[src/rtl/core/gprb_pkg.sv]
// ---------------------------------------------------------------------------
// Gamepad report builder package
// Shared types and constants for the report builder core.
// ---------------------------------------------------------------------------
package gprb_pkg;

	localparam int FINGER_SLOTS = 2;
	localparam int FINGER_COUNT = 2;
	localparam int COORD_W      = 12;

	localparam logic       CFG_PAD_MAX_X = 1'b0;
	localparam logic       CFG_PAD_MAX_Y = 1'b1;

	localparam logic [11:0] PAD_MAX_X_RST = 12'd1919;
	localparam logic [11:0] PAD_MAX_Y_RST = 12'd942;
	localparam logic [5:0]  FRAME_RST     = 6'h3F;
	localparam logic [7:0]  TOUCH_STEP    = 8'd4;
	localparam logic [7:0]  ID_ABSENT     = 8'h80;
	localparam logic [31:0] WORD_DISABLED = 32'h0000_0080;

	// hat codes carried in the low nibble of hat_and_face
	localparam logic [3:0] HAT_UP         = 4'd0;
	localparam logic [3:0] HAT_UP_RIGHT   = 4'd1;
	localparam logic [3:0] HAT_RIGHT      = 4'd2;
	localparam logic [3:0] HAT_DOWN_RIGHT = 4'd3;
	localparam logic [3:0] HAT_DOWN       = 4'd4;
	localparam logic [3:0] HAT_DOWN_LEFT  = 4'd5;
	localparam logic [3:0] HAT_LEFT       = 4'd6;
	localparam logic [3:0] HAT_UP_LEFT    = 4'd7;
	localparam logic [3:0] HAT_NEUTRAL    = 4'd8;

	typedef struct packed {
		logic signed [10:0] left_stick_x;
		logic signed [10:0] left_stick_y;
		logic signed [10:0] right_stick_x;
		logic signed [10:0] right_stick_y;
		logic [15:0]        digital_buttons;
		logic [9:0]         left_trigger;
		logic [9:0]         right_trigger;
		logic [1:0]         finger_present;
		logic signed [12:0] finger1_dx;
		logic signed [12:0] finger1_dy;
		logic signed [12:0] finger2_dx;
		logic signed [12:0] finger2_dy;
	} sample_t;

	typedef struct packed {
		logic [7:0] left_x_byte;
		logic [7:0] left_y_byte;
		logic [7:0] right_x_byte;
		logic [7:0] right_y_byte;
		logic [7:0] hat_and_face;
		logic [9:0] buttons;
		logic [7:0] left_trigger_byte;
		logic [7:0] right_trigger_byte;
	} pack_t;

	typedef struct packed {
		logic [11:0] pad_max_x;
		logic [11:0] pad_max_y;
	} pad_cfg_t;

endpackage

[src/rtl/core/gprb_if.sv]
// ---------------------------------------------------------------------------
// Gamepad report builder channels
// Sample, report and configuration channels with valid/ready handshake.
// ---------------------------------------------------------------------------
interface gprb_sample_if;
	logic               valid;
	logic               ready;
	logic signed [10:0] left_stick_x;
	logic signed [10:0] left_stick_y;
	logic signed [10:0] right_stick_x;
	logic signed [10:0] right_stick_y;
	logic [15:0]        digital_buttons;
	logic [9:0]         left_trigger;
	logic [9:0]         right_trigger;
	logic [1:0]         finger_present;
	logic signed [12:0] finger1_dx;
	logic signed [12:0] finger1_dy;
	logic signed [12:0] finger2_dx;
	logic signed [12:0] finger2_dy;

	modport source (
		output valid, left_stick_x, left_stick_y, right_stick_x, right_stick_y,
		       digital_buttons, left_trigger, right_trigger, finger_present,
		       finger1_dx, finger1_dy, finger2_dx, finger2_dy,
		input  ready
	);
	modport sink (
		input  valid, left_stick_x, left_stick_y, right_stick_x, right_stick_y,
		       digital_buttons, left_trigger, right_trigger, finger_present,
		       finger1_dx, finger1_dy, finger2_dx, finger2_dy,
		output ready
	);
endinterface

interface gprb_report_if;
	logic        valid;
	logic        ready;
	logic [7:0]  left_x_byte;
	logic [7:0]  left_y_byte;
	logic [7:0]  right_x_byte;
	logic [7:0]  right_y_byte;
	logic [7:0]  hat_and_face;
	logic [15:0] buttons_and_frame;
	logic [7:0]  left_trigger_byte;
	logic [7:0]  right_trigger_byte;
	logic [7:0]  touch_packet_count;
	logic [31:0] finger1_word;
	logic [31:0] finger2_word;
	logic        report_valid;

	modport source (
		output valid, left_x_byte, left_y_byte, right_x_byte, right_y_byte,
		       hat_and_face, buttons_and_frame, left_trigger_byte,
		       right_trigger_byte, touch_packet_count, finger1_word,
		       finger2_word, report_valid,
		input  ready
	);
	modport sink (
		input  valid, left_x_byte, left_y_byte, right_x_byte, right_y_byte,
		       hat_and_face, buttons_and_frame, left_trigger_byte,
		       right_trigger_byte, touch_packet_count, finger1_word,
		       finger2_word, report_valid,
		output ready
	);
endinterface

interface gprb_cfg_if;
	logic        valid;
	logic        ready;
	logic        index;
	logic [11:0] data;

	modport source (output valid, index, data, input ready);
	modport sink   (input valid, index, data, output ready);
endinterface

[src/rtl/core/gamepad_report_builder_unit.sv]
// ---------------------------------------------------------------------------
// Gamepad report builder
// Turns one controller sample into one packed input report.
// ---------------------------------------------------------------------------
// Usage:
//   sample  - controller samples in, one transfer per report.
//   report  - packed report fields out, one transfer per accepted sample.
//   cfg     - pad size registers (index 0 pad_max_x, index 1 pad_max_y);
//             always ready, write only while no report is in flight.
// Pipeline: input register, then result register. Throughput: one sample per
// cycle while reports are taken; the two-stage pipeline with an output
// register keeps the sample side open while a finished report waits for the
// receiver, until the input register fills.
// Frame counter, touch counter and finger state step as an item moves from
// the input register into the result register, so the state registers are
// the report's own fields and hold with it.
// Reset: frame counter 63 (first report carries 0), touch counter 0, both
// fingers absent, pad size 1919 x 942, both stages empty.
// Stall: a stalled report holds; the input register fills, then sample ready
// drops until the report transfers.
// ---------------------------------------------------------------------------
module gamepad_report_builder_unit (
	input  logic                 clk,
	input  logic                 arst_n,
	gprb_sample_if.sink          sample,
	gprb_report_if.source        report,
	gprb_cfg_if.sink             cfg
);

	gprb_pkg::sample_t  sample_in;
	gprb_pkg::sample_t  sample_s1;
	logic               valid_s1;
	gprb_pkg::pack_t    fields;
	gprb_pkg::pack_t    fields_s2;
	logic               valid_s2;
	gprb_pkg::pad_cfg_t pad_q;
	logic [5:0]         frame_q;
	logic [7:0]         touch_count;
	logic [31:0]        finger_word [gprb_pkg::FINGER_SLOTS];
	logic               s2_free;
	logic               advance;

	// gather the channel into one word for the input register
	always_comb begin
		sample_in.left_stick_x    = sample.left_stick_x;
		sample_in.left_stick_y    = sample.left_stick_y;
		sample_in.right_stick_x   = sample.right_stick_x;
		sample_in.right_stick_y   = sample.right_stick_y;
		sample_in.digital_buttons = sample.digital_buttons;
		sample_in.left_trigger    = sample.left_trigger;
		sample_in.right_trigger   = sample.right_trigger;
		sample_in.finger_present  = sample.finger_present;
		sample_in.finger1_dx      = sample.finger1_dx;
		sample_in.finger1_dy      = sample.finger1_dy;
		sample_in.finger2_dx      = sample.finger2_dx;
		sample_in.finger2_dy      = sample.finger2_dy;
	end

	// result register can take a new report when empty or draining
	assign s2_free      = !valid_s2 || report.ready;
	assign advance      = valid_s1 && s2_free;
	assign sample.ready = !valid_s1 || s2_free;
	assign cfg.ready    = 1'b1;

	// input register
	always_ff @(posedge clk or negedge arst_n) begin
		if (!arst_n) begin
			valid_s1 <= 1'b0;
		end else if (sample.ready) begin
			valid_s1 <= sample.valid;
		end
	end

	always_ff @(posedge clk) begin
		if (sample.valid && sample.ready) begin
			sample_s1 <= sample_in;
		end
	end

	// pad size registers
	always_ff @(posedge clk or negedge arst_n) begin
		if (!arst_n) begin
			pad_q.pad_max_x <= gprb_pkg::PAD_MAX_X_RST;
			pad_q.pad_max_y <= gprb_pkg::PAD_MAX_Y_RST;
		end else if (cfg.valid) begin
			case (cfg.index)
				gprb_pkg::CFG_PAD_MAX_X: pad_q.pad_max_x <= cfg.data;
				gprb_pkg::CFG_PAD_MAX_Y: pad_q.pad_max_y <= cfg.data;
				default: ;
			endcase
		end
	end

	gprb_pack u_pack (
		.sample (sample_s1),
		.fields (fields)
	);

	gprb_touch u_touch (
		.clk         (clk),
		.arst_n      (arst_n),
		.advance     (advance),
		.sample      (sample_s1),
		.pad         (pad_q),
		.touch_count (touch_count),
		.finger_word (finger_word)
	);

	// frame counter steps with each report and wraps at 64
	always_ff @(posedge clk or negedge arst_n) begin
		if (!arst_n) begin
			frame_q <= gprb_pkg::FRAME_RST;
		end else if (advance) begin
			frame_q <= frame_q + 6'd1;
		end
	end

	// result register
	always_ff @(posedge clk or negedge arst_n) begin
		if (!arst_n) begin
			valid_s2 <= 1'b0;
		end else if (s2_free) begin
			valid_s2 <= valid_s1;
		end
	end

	always_ff @(posedge clk) begin
		if (advance) begin
			fields_s2 <= fields;
		end
	end

	assign report.valid              = valid_s2;
	assign report.left_x_byte        = fields_s2.left_x_byte;
	assign report.left_y_byte        = fields_s2.left_y_byte;
	assign report.right_x_byte       = fields_s2.right_x_byte;
	assign report.right_y_byte       = fields_s2.right_y_byte;
	assign report.hat_and_face       = fields_s2.hat_and_face;
	assign report.buttons_and_frame  = {frame_q, fields_s2.buttons};
	assign report.left_trigger_byte  = fields_s2.left_trigger_byte;
	assign report.right_trigger_byte = fields_s2.right_trigger_byte;
	assign report.touch_packet_count = touch_count;
	assign report.finger1_word       = finger_word[0];
	assign report.finger2_word       = finger_word[1];
	assign report.report_valid       = 1'b1;

endmodule

[src/rtl/core/gprb_pack.sv]
// ---------------------------------------------------------------------------
// Gamepad report field packer
// Stick and trigger saturation, hat encoding and button packing.
// ---------------------------------------------------------------------------
module gprb_pack (
	input  gprb_pkg::sample_t sample,
	output gprb_pkg::pack_t   fields
);

	// offset by 128, clamp to a byte
	function automatic logic [7:0] stick_byte(input logic signed [10:0] pos);
		logic signed [11:0] sum;
		sum = {pos[10], pos} + 12'sd128;
		if (sum[11])
			stick_byte = 8'h00;
		else if (sum[10:8] != 3'b000)
			stick_byte = 8'hFF;
		else
			stick_byte = sum[7:0];
	endfunction

	function automatic logic [7:0] trigger_byte(input logic [9:0] t);
		trigger_byte = (t[9:8] != 2'b00) ? 8'hFF : t[7:0];
	endfunction

	logic       up, right, down, left;
	logic [3:0] hat;

	assign up    = sample.digital_buttons[0];
	assign right = sample.digital_buttons[1];
	assign down  = sample.digital_buttons[2];
	assign left  = sample.digital_buttons[3];

	// right beats left, down beats up
	always_comb begin
		if (right)
			hat = down ? gprb_pkg::HAT_DOWN_RIGHT
			           : (up ? gprb_pkg::HAT_UP_RIGHT : gprb_pkg::HAT_RIGHT);
		else if (left)
			hat = down ? gprb_pkg::HAT_DOWN_LEFT
			           : (up ? gprb_pkg::HAT_UP_LEFT : gprb_pkg::HAT_LEFT);
		else if (down)
			hat = gprb_pkg::HAT_DOWN;
		else if (up)
			hat = gprb_pkg::HAT_UP;
		else
			hat = gprb_pkg::HAT_NEUTRAL;
	end

	always_comb begin
		fields.left_x_byte        = stick_byte(sample.left_stick_x);
		fields.left_y_byte        = stick_byte(sample.left_stick_y);
		fields.right_x_byte       = stick_byte(sample.right_stick_x);
		fields.right_y_byte       = stick_byte(sample.right_stick_y);
		fields.hat_and_face       = {sample.digital_buttons[7:4], hat};
		fields.buttons            = {sample.digital_buttons[15:10],
		                             (sample.right_trigger != 10'd0),
		                             (sample.left_trigger != 10'd0),
		                             sample.digital_buttons[9:8]};
		fields.left_trigger_byte  = trigger_byte(sample.left_trigger);
		fields.right_trigger_byte = trigger_byte(sample.right_trigger);
	end

endmodule

[src/rtl/core/gprb_touch.sv]
// ---------------------------------------------------------------------------
// Gamepad touch tracker
// Finger position, id and touch packet state, stepped once per report.
// ---------------------------------------------------------------------------
module gprb_touch (
	input  logic              clk,
	input  logic              arst_n,
	input  logic              advance,
	input  gprb_pkg::sample_t sample,
	input  gprb_pkg::pad_cfg_t pad,
	output logic [7:0]        touch_count,
	output logic [31:0]       finger_word [gprb_pkg::FINGER_SLOTS]
);

	logic [7:0]                      id_q [gprb_pkg::FINGER_SLOTS];
	logic [gprb_pkg::COORD_W-1:0]    x_q  [gprb_pkg::FINGER_SLOTS];
	logic [gprb_pkg::COORD_W-1:0]    y_q  [gprb_pkg::FINGER_SLOTS];
	logic [7:0]                      touch_q;
	logic signed [12:0]              dx [gprb_pkg::FINGER_SLOTS];
	logic signed [12:0]              dy [gprb_pkg::FINGER_SLOTS];
	logic [gprb_pkg::FINGER_SLOTS-1:0] present;

	assign dx[0] = sample.finger1_dx;
	assign dy[0] = sample.finger1_dy;
	assign dx[1] = sample.finger2_dx;
	assign dy[1] = sample.finger2_dy;

	// clamp start + delta into 0..limit
	function automatic logic [11:0] move_clamp(input logic [11:0] start,
	                                           input logic signed [12:0] delta,
	                                           input logic [11:0] limit);
		logic signed [14:0] sum;
		sum = $signed({3'b000, start}) + $signed({{2{delta[12]}}, delta});
		if (sum[14])
			move_clamp = 12'd0;
		else if (sum[13:0] > {2'b00, limit})
			move_clamp = limit;
		else
			move_clamp = sum[11:0];
	endfunction

	for (genvar k = 0; k < gprb_pkg::FINGER_SLOTS; k++) begin : g_finger
		logic        new_touch;
		logic [7:0]  id_inc;
		logic [11:0] start_x, start_y;

		// slots beyond the enabled count never touch
		assign present[k] = sample.finger_present[k] && (k < gprb_pkg::FINGER_COUNT);
		assign new_touch  = id_q[k][7];
		assign id_inc     = id_q[k] + 8'd1;
		assign start_x    = new_touch ? (pad.pad_max_x >> 1) : x_q[k];
		assign start_y    = new_touch ? (pad.pad_max_y >> 1) : y_q[k];

		always_ff @(posedge clk or negedge arst_n) begin
			if (!arst_n) begin
				id_q[k] <= gprb_pkg::ID_ABSENT;
				x_q[k]  <= '0;
				y_q[k]  <= '0;
			end else if (advance) begin
				if (present[k]) begin
					id_q[k] <= {1'b0, new_touch ? id_inc[6:0] : id_q[k][6:0]};
					x_q[k]  <= move_clamp(start_x, dx[k], pad.pad_max_x);
					y_q[k]  <= move_clamp(start_y, dy[k], pad.pad_max_y);
				end else begin
					id_q[k][7] <= 1'b1;
				end
			end
		end

		assign finger_word[k] = (k < gprb_pkg::FINGER_COUNT)
			? {y_q[k][11:4], y_q[k][3:0], x_q[k][11:8], x_q[k][7:0], id_q[k]}
			: gprb_pkg::WORD_DISABLED;
	end

	always_ff @(posedge clk or negedge arst_n) begin
		if (!arst_n) begin
			touch_q <= '0;
		end else if (advance && (present != '0)) begin
			touch_q <= touch_q + gprb_pkg::TOUCH_STEP;
		end
	end

	assign touch_count = touch_q;

endmodule
[src/flat_wrapper.sv]
// flat-port wrapper written by rule: the top's interface ports become plain ports
module gamepad_report_builder_unit_flat 
  (clk, arst_n, sample_valid, sample_left_stick_x, sample_left_stick_y, sample_right_stick_x, sample_right_stick_y, sample_digital_buttons, sample_left_trigger, sample_right_trigger, sample_finger_present, sample_finger1_dx, sample_finger1_dy, sample_finger2_dx, sample_finger2_dy, sample_ready, report_valid, report_left_x_byte, report_left_y_byte, report_right_x_byte, report_right_y_byte, report_hat_and_face, report_buttons_and_frame, report_left_trigger_byte, report_right_trigger_byte, report_touch_packet_count, report_finger1_word, report_finger2_word, report_report_valid, report_ready, cfg_valid, cfg_index, cfg_data, cfg_ready);
  gprb_sample_if sample_i ();
  gprb_report_if report_i ();
  gprb_cfg_if cfg_i ();
  input  logic clk;
  input  logic arst_n;
  input wire logic [$bits(sample_i.valid)-1:0] sample_valid;
  input wire logic [$bits(sample_i.left_stick_x)-1:0] sample_left_stick_x;
  input wire logic [$bits(sample_i.left_stick_y)-1:0] sample_left_stick_y;
  input wire logic [$bits(sample_i.right_stick_x)-1:0] sample_right_stick_x;
  input wire logic [$bits(sample_i.right_stick_y)-1:0] sample_right_stick_y;
  input wire logic [$bits(sample_i.digital_buttons)-1:0] sample_digital_buttons;
  input wire logic [$bits(sample_i.left_trigger)-1:0] sample_left_trigger;
  input wire logic [$bits(sample_i.right_trigger)-1:0] sample_right_trigger;
  input wire logic [$bits(sample_i.finger_present)-1:0] sample_finger_present;
  input wire logic [$bits(sample_i.finger1_dx)-1:0] sample_finger1_dx;
  input wire logic [$bits(sample_i.finger1_dy)-1:0] sample_finger1_dy;
  input wire logic [$bits(sample_i.finger2_dx)-1:0] sample_finger2_dx;
  input wire logic [$bits(sample_i.finger2_dy)-1:0] sample_finger2_dy;
  output wire logic [$bits(sample_i.ready)-1:0] sample_ready;
  output wire logic [$bits(report_i.valid)-1:0] report_valid;
  output wire logic [$bits(report_i.left_x_byte)-1:0] report_left_x_byte;
  output wire logic [$bits(report_i.left_y_byte)-1:0] report_left_y_byte;
  output wire logic [$bits(report_i.right_x_byte)-1:0] report_right_x_byte;
  output wire logic [$bits(report_i.right_y_byte)-1:0] report_right_y_byte;
  output wire logic [$bits(report_i.hat_and_face)-1:0] report_hat_and_face;
  output wire logic [$bits(report_i.buttons_and_frame)-1:0] report_buttons_and_frame;
  output wire logic [$bits(report_i.left_trigger_byte)-1:0] report_left_trigger_byte;
  output wire logic [$bits(report_i.right_trigger_byte)-1:0] report_right_trigger_byte;
  output wire logic [$bits(report_i.touch_packet_count)-1:0] report_touch_packet_count;
  output wire logic [$bits(report_i.finger1_word)-1:0] report_finger1_word;
  output wire logic [$bits(report_i.finger2_word)-1:0] report_finger2_word;
  output wire logic [$bits(report_i.report_valid)-1:0] report_report_valid;
  input wire logic [$bits(report_i.ready)-1:0] report_ready;
  input wire logic [$bits(cfg_i.valid)-1:0] cfg_valid;
  input wire logic [$bits(cfg_i.index)-1:0] cfg_index;
  input wire logic [$bits(cfg_i.data)-1:0] cfg_data;
  output wire logic [$bits(cfg_i.ready)-1:0] cfg_ready;
  assign sample_i.valid = sample_valid;
  assign sample_i.left_stick_x = sample_left_stick_x;
  assign sample_i.left_stick_y = sample_left_stick_y;
  assign sample_i.right_stick_x = sample_right_stick_x;
  assign sample_i.right_stick_y = sample_right_stick_y;
  assign sample_i.digital_buttons = sample_digital_buttons;
  assign sample_i.left_trigger = sample_left_trigger;
  assign sample_i.right_trigger = sample_right_trigger;
  assign sample_i.finger_present = sample_finger_present;
  assign sample_i.finger1_dx = sample_finger1_dx;
  assign sample_i.finger1_dy = sample_finger1_dy;
  assign sample_i.finger2_dx = sample_finger2_dx;
  assign sample_i.finger2_dy = sample_finger2_dy;
  assign sample_ready = sample_i.ready;
  assign report_valid = report_i.valid;
  assign report_left_x_byte = report_i.left_x_byte;
  assign report_left_y_byte = report_i.left_y_byte;
  assign report_right_x_byte = report_i.right_x_byte;
  assign report_right_y_byte = report_i.right_y_byte;
  assign report_hat_and_face = report_i.hat_and_face;
  assign report_buttons_and_frame = report_i.buttons_and_frame;
  assign report_left_trigger_byte = report_i.left_trigger_byte;
  assign report_right_trigger_byte = report_i.right_trigger_byte;
  assign report_touch_packet_count = report_i.touch_packet_count;
  assign report_finger1_word = report_i.finger1_word;
  assign report_finger2_word = report_i.finger2_word;
  assign report_report_valid = report_i.report_valid;
  assign report_i.ready = report_ready;
  assign cfg_i.valid = cfg_valid;
  assign cfg_i.index = cfg_index;
  assign cfg_i.data = cfg_data;
  assign cfg_ready = cfg_i.ready;
  gamepad_report_builder_unit u_core (.clk(clk), .arst_n(arst_n), .sample(sample_i), .report(report_i), .cfg(cfg_i));
endmodule
[config.mk]
export PLATFORM = sky130hd
export DESIGN_NAME = gamepad_report_builder_unit_flat
export DESIGN_NICKNAME = d
export VERILOG_FILES = /design/src/rtl/core/gprb_pkg.sv /design/src/rtl/core/gprb_if.sv /design/src/rtl/core/gamepad_report_builder_unit.sv /design/src/rtl/core/gprb_pack.sv /design/src/rtl/core/gprb_touch.sv /design/src/flat_wrapper.sv
export SDC_FILE = /design/constraint.sdc
export NUM_CORES = 1
export LEC_CHECK = 0
export BUFFER_PORTS_ARGS = -buffer_cell sky130_fd_sc_hd__buf_2
export CAP_MARGIN = 20
export CELL_PAD_IN_SITES_DETAIL_PLACEMENT = 0
export CELL_PAD_IN_SITES_GLOBAL_PLACEMENT = 1
export CORE_ASPECT_RATIO = 0.8
export CORE_MARGIN = 5
export CORE_UTILIZATION = 49
export CTS_BUF_LIST = sky130_fd_sc_hd__clkbuf_4 sky130_fd_sc_hd__clkbuf_8
export DETAILED_ROUTE_END_ITERATION = 7
export GPL_ROUTABILITY_DRIVEN = 0
export HOLD_SLACK_MARGIN = 0.12
export PLACE_DENSITY = 0.95
export SLEW_MARGIN = 20
export SYNTH_ARGS = -nofsm -noshare
export SYNTH_HDL_FRONTEND = slang
export SYNTH_SLANG_ARGS = --single-unit
export TNS_END_PERCENT = 50
[constraint.sdc]
create_clock -name clk -period 14.9 [get_ports clk]
set_input_delay 1.49 -clock clk [delete_from_list [all_inputs] [get_ports clk]]
set_output_delay 1.49 -clock clk [all_outputs]
set_load 0.02 [all_outputs]
# Yosys cells after proc, flatten, opt, wreduce, memory -nomap -nowiden
# Cells that the tools add are included.
dict set report word_totals {
  word_cells 99
  out_inout_bits 148
  ff_bits 304
  inputBits 152
}
dict set report classes {
  n_addsub 12
  muxes 26
  magnitude_cmp 4
  n_reduce_logical 22
  bitwise 1
}
# operator count
set op_table {}
lappend op_table {{two-way mux 12 bit} 12}
lappend op_table {{adder 13 x 13 -> 14 bit} 4}
lappend op_table {{greater-than comparator 14 x 12 -> 1 bit} 4}
lappend op_table {{adder 11 x 9 -> 12 bit, second input constant} 4}
lappend op_table {{two-way mux 8 bit} 4}
lappend op_table {{two-way mux 4 bit} 5}
lappend op_table {{nonzero test 10 bit} 2}
lappend op_table {{adder 7 x 1 -> 7 bit, second input constant} 2}
lappend op_table {{nonzero test 3 bit} 4}
lappend op_table {{adder 8 x 3 -> 8 bit, second input constant} 1}
lappend op_table {{AND reduction 2 bit} 4}
lappend op_table {{adder 6 x 1 -> 6 bit, second input constant} 1}
lappend op_table {{AND reduction 3 bit} 2}
lappend op_table {{nonzero test 2 bit} 3}
lappend op_table {{two-way mux 2 bit} 2}
lappend op_table {{logical AND 1 bit} 3}
lappend op_table {{two-way mux 1 bit} 3}
lappend op_table {{logical NOT 1 bit} 2}
lappend op_table {{logical OR 1 bit} 2}
lappend op_table {{NOT 1 bit} 1}

# Logic depth before layout (Yosys ltp)
# Gate-level depths: netlist (run 1).
dict set report depth {
  word_depth 5
  ltp_mapped 22
  ltp_nobuf 19
}

# By module
# A second synthesis (run 1) with hierarchy kept.
dict set report unflattened {
  hier_cells 1281
  area_unflattened_um2 15730.1
}
# mod cells_per_inst area_each_um2 n_inst seq_area_each_um2
set by_module_without_submodules {}
lappend by_module_without_submodules {gamepad_report_builder_unit 284 7355.8 1 6835.3}
lappend by_module_without_submodules {gprb_touch 800 7060.5 1 1754.2}
lappend by_module_without_submodules {gprb_pack 197 1313.8 1 0.0}

# Worst setup path before layout (run 1)
# OpenSTA, ideal clock, no wires.
dict set report synth_path {
  path_kind {input-to-reg}
  from {in report_ready}
  to {reg u_core.sample_s1[0] (netlist bit), enable pin}
  n_path_buf 0
  cell_stages 2
  required_ns 14.391
  t_arrival_ns 4.867
  setup_time_ns 0.509
  slack_ns 9.525
  path_cell_list {nand3b_1 > and2_1}
}
dict set report synth_via {
  elab_chain_cells 3
}
# element line_no
set synth_lines {}
lappend synth_lines {{from (decl)} flat_wrapper.sv:36} ;# input wire logic [$bits(report_i.ready)-1:0] report_ready;
lappend synth_lines {{logical OR 1 bit} gamepad_report_builder_unit.sv:60} ;# assign s2_free = !valid_s2 || report.ready;
lappend synth_lines {{logical OR 1 bit} gamepad_report_builder_unit.sv:62} ;# assign sample.ready = !valid_s1 || s2_free;
lappend synth_lines {{logical AND 1 bit} gamepad_report_builder_unit.sv:75} ;# if (sample.valid && sample.ready) begin
lappend synth_lines {{to (signal assigned)} gamepad_report_builder_unit.sv:76} ;# sample_s1 <= sample_in;
lappend synth_lines {{to (decl)} gamepad_report_builder_unit.sv:31} ;# gprb_pkg::sample_t sample_s1;
# Every way passes these cells.
# A chain may end at the register's enable or synchronous reset.

# Final worst setup path (run 1)
dict set report layout_path {
  from {reg u_core.u_touch.id_q, in the netlist u_core.u_touch.finger_word[7]}
  to {reg u_core.u_touch.y_q, in the netlist u_core.u_touch.finger_word[31]}
}
dict set report layout_via {
  elab_chain_cells 5
}
# element line_no
set layout_lines {}
lappend layout_lines {{from (decl)} gprb_touch.sv:15} ;# logic [7:0] id_q [gprb_pkg::FINGER_SLOTS];
lappend layout_lines {{from (signal, indexed assignment)} gprb_touch.sv:56} ;# id_q[k] <= gprb_pkg::ID_ABSENT;
lappend layout_lines {{from (signal, indexed assignment)} gprb_touch.sv:61} ;# id_q[k] <= {1'b0, new_touch ? id_inc[6:0] : id_q[k][6:0]};
lappend layout_lines {{two-way mux 12 bit *} gprb_touch.sv:52} ;# assign start_y = new_touch ? (pad.pad_max_y >> 1) : y_q[k];
lappend layout_lines {{adder 13 x 13 -> 14 bit *} gprb_touch.sv:33} ;# sum = $signed({3'b000, start}) + $signed({{2{delta[12]}}, delta});
lappend layout_lines {{greater-than comparator 14 x 12 -> 1 bit} gprb_touch.sv:36} ;# else if (sum[13:0] > {2'b00, limit})
lappend layout_lines {{two-way mux 12 bit} gprb_touch.sv:36}
lappend layout_lines {{two-way mux 12 bit *} gprb_touch.sv:34} ;# if (sum[14])
lappend layout_lines {{to (signal, indexed assignment)} gprb_touch.sv:63} ;# y_q[k] <= move_clamp(start_y, dy[k], pad.pad_max_y);
lappend layout_lines {{to (decl)} gprb_touch.sv:17} ;# logic [gprb_pkg::COORD_W-1:0] y_q [gprb_pkg::FINGER_SLOTS];
# Every way passes the cells marked *; elsewhere a longest branch is shown, timed or not.

==> results.md, run 1 <==
- Outcome: finished, final reports clean
- Worst R2R End: u_core.u_touch.finger_word[31]$_DFFE_PN0P_
- Setup Viol. Count Final: 0
- Main combinational cell family by area after synthesis: compound AO/OA/AOI/OAI gates
- First-pass GRT wire length: 58.9 mm
- Post-CTS Repair Setup Buffers: 0
- Largest net degree at the start of global routing: 76
- MaxCap Viol Count: 0
- Fmax: 183 MHz
- CTS root buffer: clkbuf_8
- Placed insts: 1886
- Row count: 57
- Post-synthesis adder-cell area fraction: 9.18%
- Post-Synth XOR/XNOR Area: 3.32%
- Initial DRC Count: 854
- P_leak: 7.87 nW
- Commonest cells after routing, fill and taps aside: buf_2, edfxtp_1, ha_1, nand2_1, dfrtp_1
- Pre-antenna DRT Iters: 5
- Synth async-reset ratio: 33.8%
- EDFF count, synth: 200
- Synth Area per Inst: 12.5 um^2
- RSZ-0062 raised after global routing: false
- Layout Nets: 1784
- Residual DRC: 0
- Post-synthesis mux area share: 6.46%
- WHS Endpoint: u_core.report.buttons_and_frame[4]$_DFFE_PP_
- CTS buffer count: 49
- Layout Skew: 0.0210 ns
- Max-slew violations: 0
- Non-Filler Instances: 1979
- Ports: 300
- Hold buffers post-CTS: 0
- Register area: 8590 um^2
- WP data required: 15.37 ns
- Final min period: 5.46 ns
- PD cells: 176 nW/um^2
- Post-detailed-route wirelength per cell: 19.4 um
- Path depth of the worst reg2reg path: 17
- Total track usage: 21.8%
- Share of post-route cells with drive strength above 1: 31.3%
- Max-Slew Margin vs Limit: 29.4%
- Worst Tran Pin Value: 1.06 ns
- Synthesized area: 15100 um^2
- Synth Area in Simple Gates: 10.1%
- Commonest non-fill, non-tap cell in the layout: buf_2
- Port Buf Inserts: 295
- Worst EP arrival: 5.93 ns
- Hold path start: u_core.sample_s1[84]$_DFFE_PP_
- Die Wd: 206 um
- GR Overflow Total: 0
- Post-Route WL: 38.4 mm
- Crit Path Max Fanout: 29
- CP Launch Type: flip-flop
- Hpwl dp: 28.9 mm
- Initial antenna violation count: 2
- Vias in the first global route: 10535
- Clock sinks: 302
- Total count of hold-check failures in the final report: 0
- Min-Delay Path Class: flip-flop to flip-flop
- Fillers: 2560
- R2R setup slack: 9.44 ns
- Kind of critical path: flip-flop to flip-flop
- H-tree levels: 2
- Multi-input logic area: 6110 um^2
- CP endpoint kind: flip-flop
- Synth unique cells: 72
- CTS tree: done
- Vias: 10747
- Top FF cell, synth: edfxtp_1
- RR Startpoint: u_core.u_touch.finger_word[7]$_DFFE_PN1P_
- Period utilization: 36.6%
- Vert. Die Dim: 167 um
- Initial Util: 49.7%
- Clk buf depth: 3
- Clk_lat worst skew: 0.58 ns
- Die footprint: 34400 um^2
- Antenna-violating nets left: 0
- CTS resizes: 0
- CTS clk-pin slew, worst paths: 0.07 ns
- Post-Syn Instances: 1205
- Vias/cell: 5.43
- Worst Hold Depth: 0
- Area grow syn2layout: 19.3%
- Seq/Total Area, Yosys: 57.1%
- Core box area: 30300 um^2
- Synth warnings: 0
- Complex-gate fraction of the synthesized area: 11.4%
- Sum Neg Setup Slack: 0 ns
- Final Total Pwr: 3.17 mW
- Maximum vdd ir drop: 0.0000898 V
- Synth Register Bits: 302
==> final cells by class <==
cell class / instances / share of cell area, %
diodes: 2 / 0.0279
repair buffers: 299 / 8.40
well taps: 413 / 2.88
inverters: 54 / 1.13
clock buffers: 72 / 5.03
clock inverters: 19 / 0.690
multi-input cells: 818 / 34.0
flip-flops and latches: 302 / 47.8
==> state kept, by name, indices dropped and copies added (netlist names), 8 cells and up <==
signal	cells
u_core.sample_s1	134
u_core.pad_q	24
u_core.report.hat_and_face	8
u_core.report.right_y_byte	8
u_core.report.buttons_and_frame	10
u_core.report.right_x_byte	8
u_core.report.right_trigger_byte	8
u_core.u_touch.finger_word	64
u_core.report.left_y_byte	8
u_core.report.left_x_byte	8
u_core.report.left_trigger_byte	8
==> per-stage QoR <==
| stage | utilization [%] | instance area [um^2] | hold WS, ns | setup WS [ns] |
|---|---|---|---|---|
| 2_1_floorplan | - | 15100 | 0.400 | 9.52 |
| 3_3_place_gp | 55.9 | 16900 | 0.400 | 9.78 |
| 3_5_place_dp | 55.9 | 16900 | 0.405 | 9.59 |
| 4_1_cts | 59.2 | 18000 | 0.420 | 9.54 |
| 5_1_grt | 59.3 | 18000 | 0.427 | 8.84 |
| 6_report | 59.3 | 18000 | 0.418 | 9.44 |
==> kinds of logic (layout without fill, tap and decap cells) <==
logic type	after synthesis	in the layout
mux	90	90
other cells	2	6
fa+ha+maj	108	108
flops	302	302
buf+inv	87	444
simple gates	306	306
compound gates	253	253
xor+xnor	57	57
==> worst max-delay path, cell delays in order, from the launching register on <==
cell and delay, ns:
dfstp_2 1.05, mux2i_1 0.38, inv_1 0.08, ha_1 0.30
a211oi_1 0.32, o21ai_1 0.15, a41oi_1 0.28, a21oi_1 0.16
xor2_1 0.21, ha_1 0.36, nand3_1 0.10, nor4_1 0.37
nor3_1 0.08, a31oi_1 0.27, o31ai_1 0.14, a21oi_2 0.40
nor2b_1 0.26, a221o_1 0.40
==> per-layer routing <==
layer	global-route usage [%]	up-vias	routed length, um
met4	6.71	0	959
li1	-	5129	-
met1	32.9	5193	17900
met5	0	-	0
met2	32.5	364	17200
met3	3.42	61	2410
==> synthesized netlist by cell type, types with 6 or more instances <==
cell / number / area [um^2]
a211oi_1: 9 / 67.6
a21boi_0: 6 / 45.0
a21o_1: 13 / 97.6
a21oi_1: 45 / 225
a221o_1: 11 / 110
a31oi_1: 9 / 56.3
and2_1: 7 / 43.8
and3_1: 17 / 106
buf_4: 6 / 45.0
clkbuf_1: 22 / 82.6
dfrtp_1: 77 / 1930
dfstp_2: 25 / 657
edfxtp_1: 200 / 6010
ha_1: 104 / 1300
inv_1: 54 / 203
mux2_2: 57 / 642
mux2i_1: 33 / 330
nand2_1: 101 / 379
nand2b_1: 11 / 68.8
nand3_1: 18 / 90.1
nand4_1: 11 / 68.8
nor2_1: 50 / 188
nor2b_1: 17 / 106
nor3_1: 23 / 115
o21a_1: 43 / 323
o21ai_0: 61 / 305
o21ai_1: 11 / 55.1
or2_2: 12 / 75.1
or3_1: 21 / 131
xnor2_1: 32 / 280
xor2_1: 25 / 219
==> worst max path at each step <==
stage	end	depth (start not counted)	from	slack, ns
after floorplan	u_core.sample_s1[0]$_DFFE_PP_	2	report_ready	9.52
after global placement	u_core.u_touch.finger_word[31]$_DFFE_PN0P_	17	u_core.u_touch.finger_word[7]$_DFFE_PN1P_	9.78
after detailed placement	u_core.u_touch.finger_word[31]$_DFFE_PN0P_	17	u_core.u_touch.finger_word[7]$_DFFE_PN1P_	9.59
after CTS	u_core.u_touch.finger_word[31]$_DFFE_PN0P_	17	u_core.u_touch.finger_word[7]$_DFFE_PN1P_	9.54
after global routing	u_core.u_touch.finger_word[31]$_DFFE_PN0P_	17	u_core.u_touch.finger_word[7]$_DFFE_PN1P_	8.84
final	u_core.u_touch.finger_word[31]$_DFFE_PN0P_	17	u_core.u_touch.finger_word[7]$_DFFE_PN1P_	9.44
==> report_power, final <==
| part | internal (mW) | total, mW | switching (mW) |
|---|---|---|---|
| Clock | 0.409 | 0.742 | 0.334 |
| Combinational | 0.508 | 1.23 | 0.724 |
| Sequential | 1.05 | 1.19 | 0.141 |
| Total | 1.97 | 3.17 | 1.20 |
Power figures use the tool's default switching activity.
==> run 2, diff against run 1 <==
--- a/config.mk
+++ b/config.mk
@@ -11,12 +11,12 @@
 export CELL_PAD_IN_SITES_GLOBAL_PLACEMENT = 1
 export CORE_ASPECT_RATIO = 0.8
 export CORE_MARGIN = 5
-export CORE_UTILIZATION = 49
+export CORE_UTILIZATION = 41
 export CTS_BUF_LIST = sky130_fd_sc_hd__clkbuf_4 sky130_fd_sc_hd__clkbuf_8
 export DETAILED_ROUTE_END_ITERATION = 7
 export GPL_ROUTABILITY_DRIVEN = 0
 export HOLD_SLACK_MARGIN = 0.12
-export PLACE_DENSITY = 0.95
+export PLACE_DENSITY = 0.88
 export SLEW_MARGIN = 20
 export SYNTH_ARGS = -nofsm -noshare
 export SYNTH_HDL_FRONTEND = slang
==> constraint.sdc (replaced) <==
create_clock -name clk -period 4.8 [get_ports clk]
set_input_delay 0.48 -clock clk [delete_from_list [all_inputs] [get_ports clk]]
set_output_delay 0.48 -clock clk [all_outputs]
set_load 0.02 [all_outputs]
==> run 2 against run 1 <==
Net effect: non-clock buffer count grew 184; power rose to 3.2 times the previous value; fmax up 18%; first-iteration DRC count increased by 13%; routed wire length up 12%; critical path depth grew 3.
==> results.md, run 2 (synthesis gave the netlist of run 1 again) <==
- Outcome: finished, final reports clean
- Max-slew violations: 0
- Initial Util: 41.7%
- Die footprint: 40700 um^2
- Die Wd: 224 um
- Total count of hold-check failures in the final report: 0
- Residual DRC: 0
- Final min period: 4.61 ns
- Pre-antenna DRT Iters: 5
- Kind of critical path: flip-flop to flip-flop
- Vias in the first global route: 11763
- GR Overflow Total: 0
- Maximum vdd ir drop: 0.000299 V
- Tightest hold margin: 0.156 ns
- Final Total Pwr: 10.3 mW
- Period utilization: 96.0%
- Initial antenna violation count: 2
- CTS root buffer: clkbuf_8
- Commonest non-fill, non-tap cell in the layout: buf_2
- CP endpoint kind: flip-flop
- Placed insts: 1975
- Ports: 300
- Commonest cells after routing, fill and taps aside: buf_2, edfxtp_1, dlygate4sd3_1, ha_1, nand2_1
- Clk buf depth: 3
- RSZ-0062 raised after global routing: true
- H-tree levels: 2
- PD cells: 516 nW/um^2
- Core box area: 36100 um^2
- Area grow syn2layout: 32.7%
- CP Launch Type: flip-flop
- Layout Skew: 0.0418 ns
- Share of post-route cells with drive strength above 1: 31.2%
- Fmax: 217 MHz
- Clk_lat worst skew: 0.60 ns
- Row count: 62
- Layout Nets: 1968
- Hpwl dp: 30.8 mm
- Vias: 11590
- CTS tree: done
- Post-DP Area: 17200 um^2
- Sum Neg Setup Slack: 0 ns
- Place WS: 0.0131 ns
- Crit Path Max Fanout: 12
- Total track usage: 20.5%
- Worst EP arrival: 5.06 ns
- Post-Route WL: 43.2 mm
- Fin area: 20000 um^2
- Initial DRC Count: 961
- Worst Tran Pin Value: 0.961 ns
- Worst setup margin: 0.191 ns
- Antenna-violating nets left: 0
- Largest net degree at the start of global routing: 82
- Max-Slew Margin vs Limit: 35.9%
- P_leak: 8.69 nW
- WP data required: 5.25 ns
- Non-Filler Instances: 2228
- Clock sinks: 302
- CTS buffer count: 49
- MaxCap Viol Count: 0
- Fin util: 55.4%
- Max reg flops: 134
- Vias/cell: 5.20
- Setup Viol. Count Final: 0
- Post-detailed-route wirelength per cell: 19.4 um
- First-pass GRT wire length: 66.1 mm
- Port Buf Inserts: 295
- Vert. Die Dim: 181 um
- CTS clk-pin slew, worst paths: 0.07 ns
- Min-Delay Path Class: input pin to flip-flop
- Top reg by flops: u_core.sample_s1
==> run 2: final cells by class <==
type | count | area (um^2)
Tap cell | 480 | 601
Antenna cell | 2 | 5.00
Multi-Input combinational cell | 818 | 6220
Sequential cell | 302 | 8600
Inverter | 54 | 203
Fill cell | 2944 | 16100
Timing Repair Buffer | 483 | 3320
Clock buffer | 69 | 850
Clock inverter | 20 | 183
==> run 2: critical path: stages (launching register included) <==
cell and delay (ns):
dfstp_4 0.69, buf_4 0.19, buf_4 0.15, mux2_2 0.34, ha_1 0.32, o21ai_0 0.12
o21ai_1 0.15, buf_4 0.15, a21oi_1 0.23, nor2b_1 0.09, a211oi_2 0.27, ha_1 0.33
nand2_1 0.15, nor4_4 0.07, nor3_1 0.18, a31oi_2 0.15, o31ai_1 0.12, a21oi_2 0.08
buf_6 0.15, or2_2 0.27, a32o_1 0.26
==> run 2: where the power goes <==
group | switching [mW] | leakage, nW | internal [mW]
clock | 1.05 | 0.534 | 1.31
sequential | 0.409 | 3.13 | 3.27
combinational | 2.42 | 5.03 | 1.84
total | 3.88 | 8.69 | 6.42
==> run 2: final timing paths <==
path                                                           endpoint                                 startpoint  slack, ns  cells past startpoint
hold / removal                              u_core.pad_q[0]$_DFFE_PN0P_                                cfg_data[0]       0.16                      2
hold reg to reg            u_core.report.buttons_and_frame[5]$_DFFE_PP_             u_core.sample_s1[85]$_DFFE_PP_       0.42                      0
setup / recovery             u_core.u_touch.finger_word[20]$_DFFE_PN0P_  u_core.u_touch.finger_word[7]$_DFFE_PN1P_       0.19                     20
min in group asynchronous    u_core.u_touch.finger_word[46]$_DFFE_PN0P_                                     arst_n       0.50                      2
setup reg to reg             u_core.u_touch.finger_word[20]$_DFFE_PN0P_  u_core.u_touch.finger_word[7]$_DFFE_PN1P_       0.19                     20
max in group asynchronous                 u_core.frame_q[1]$_DFFE_PN1P_                                     arst_n       3.35                      3
==> run 2: metal layers <==
layer  part of all wire, %  global-route usage [%]  routed length (um)
met1                    44                    28.6               18800
met2                    46                    32.4               20100
met3                   7.2                    4.05                3110
met4                   2.8                    6.67                1230
met5                     0                       0                   0
==> run 2: timing repair <==
| action | in CTS | in global routing |
|---|---|---|
| hold buffers | 146 | 0 |
| hold endpoints to repair | 200 | 0 |
| endpoints found under the setup margin | 2 | 47 |
| pin swaps | 0 | 6 |
| buffers inserted | 0 | 15 |
| resized for setup | 2 | 24 |
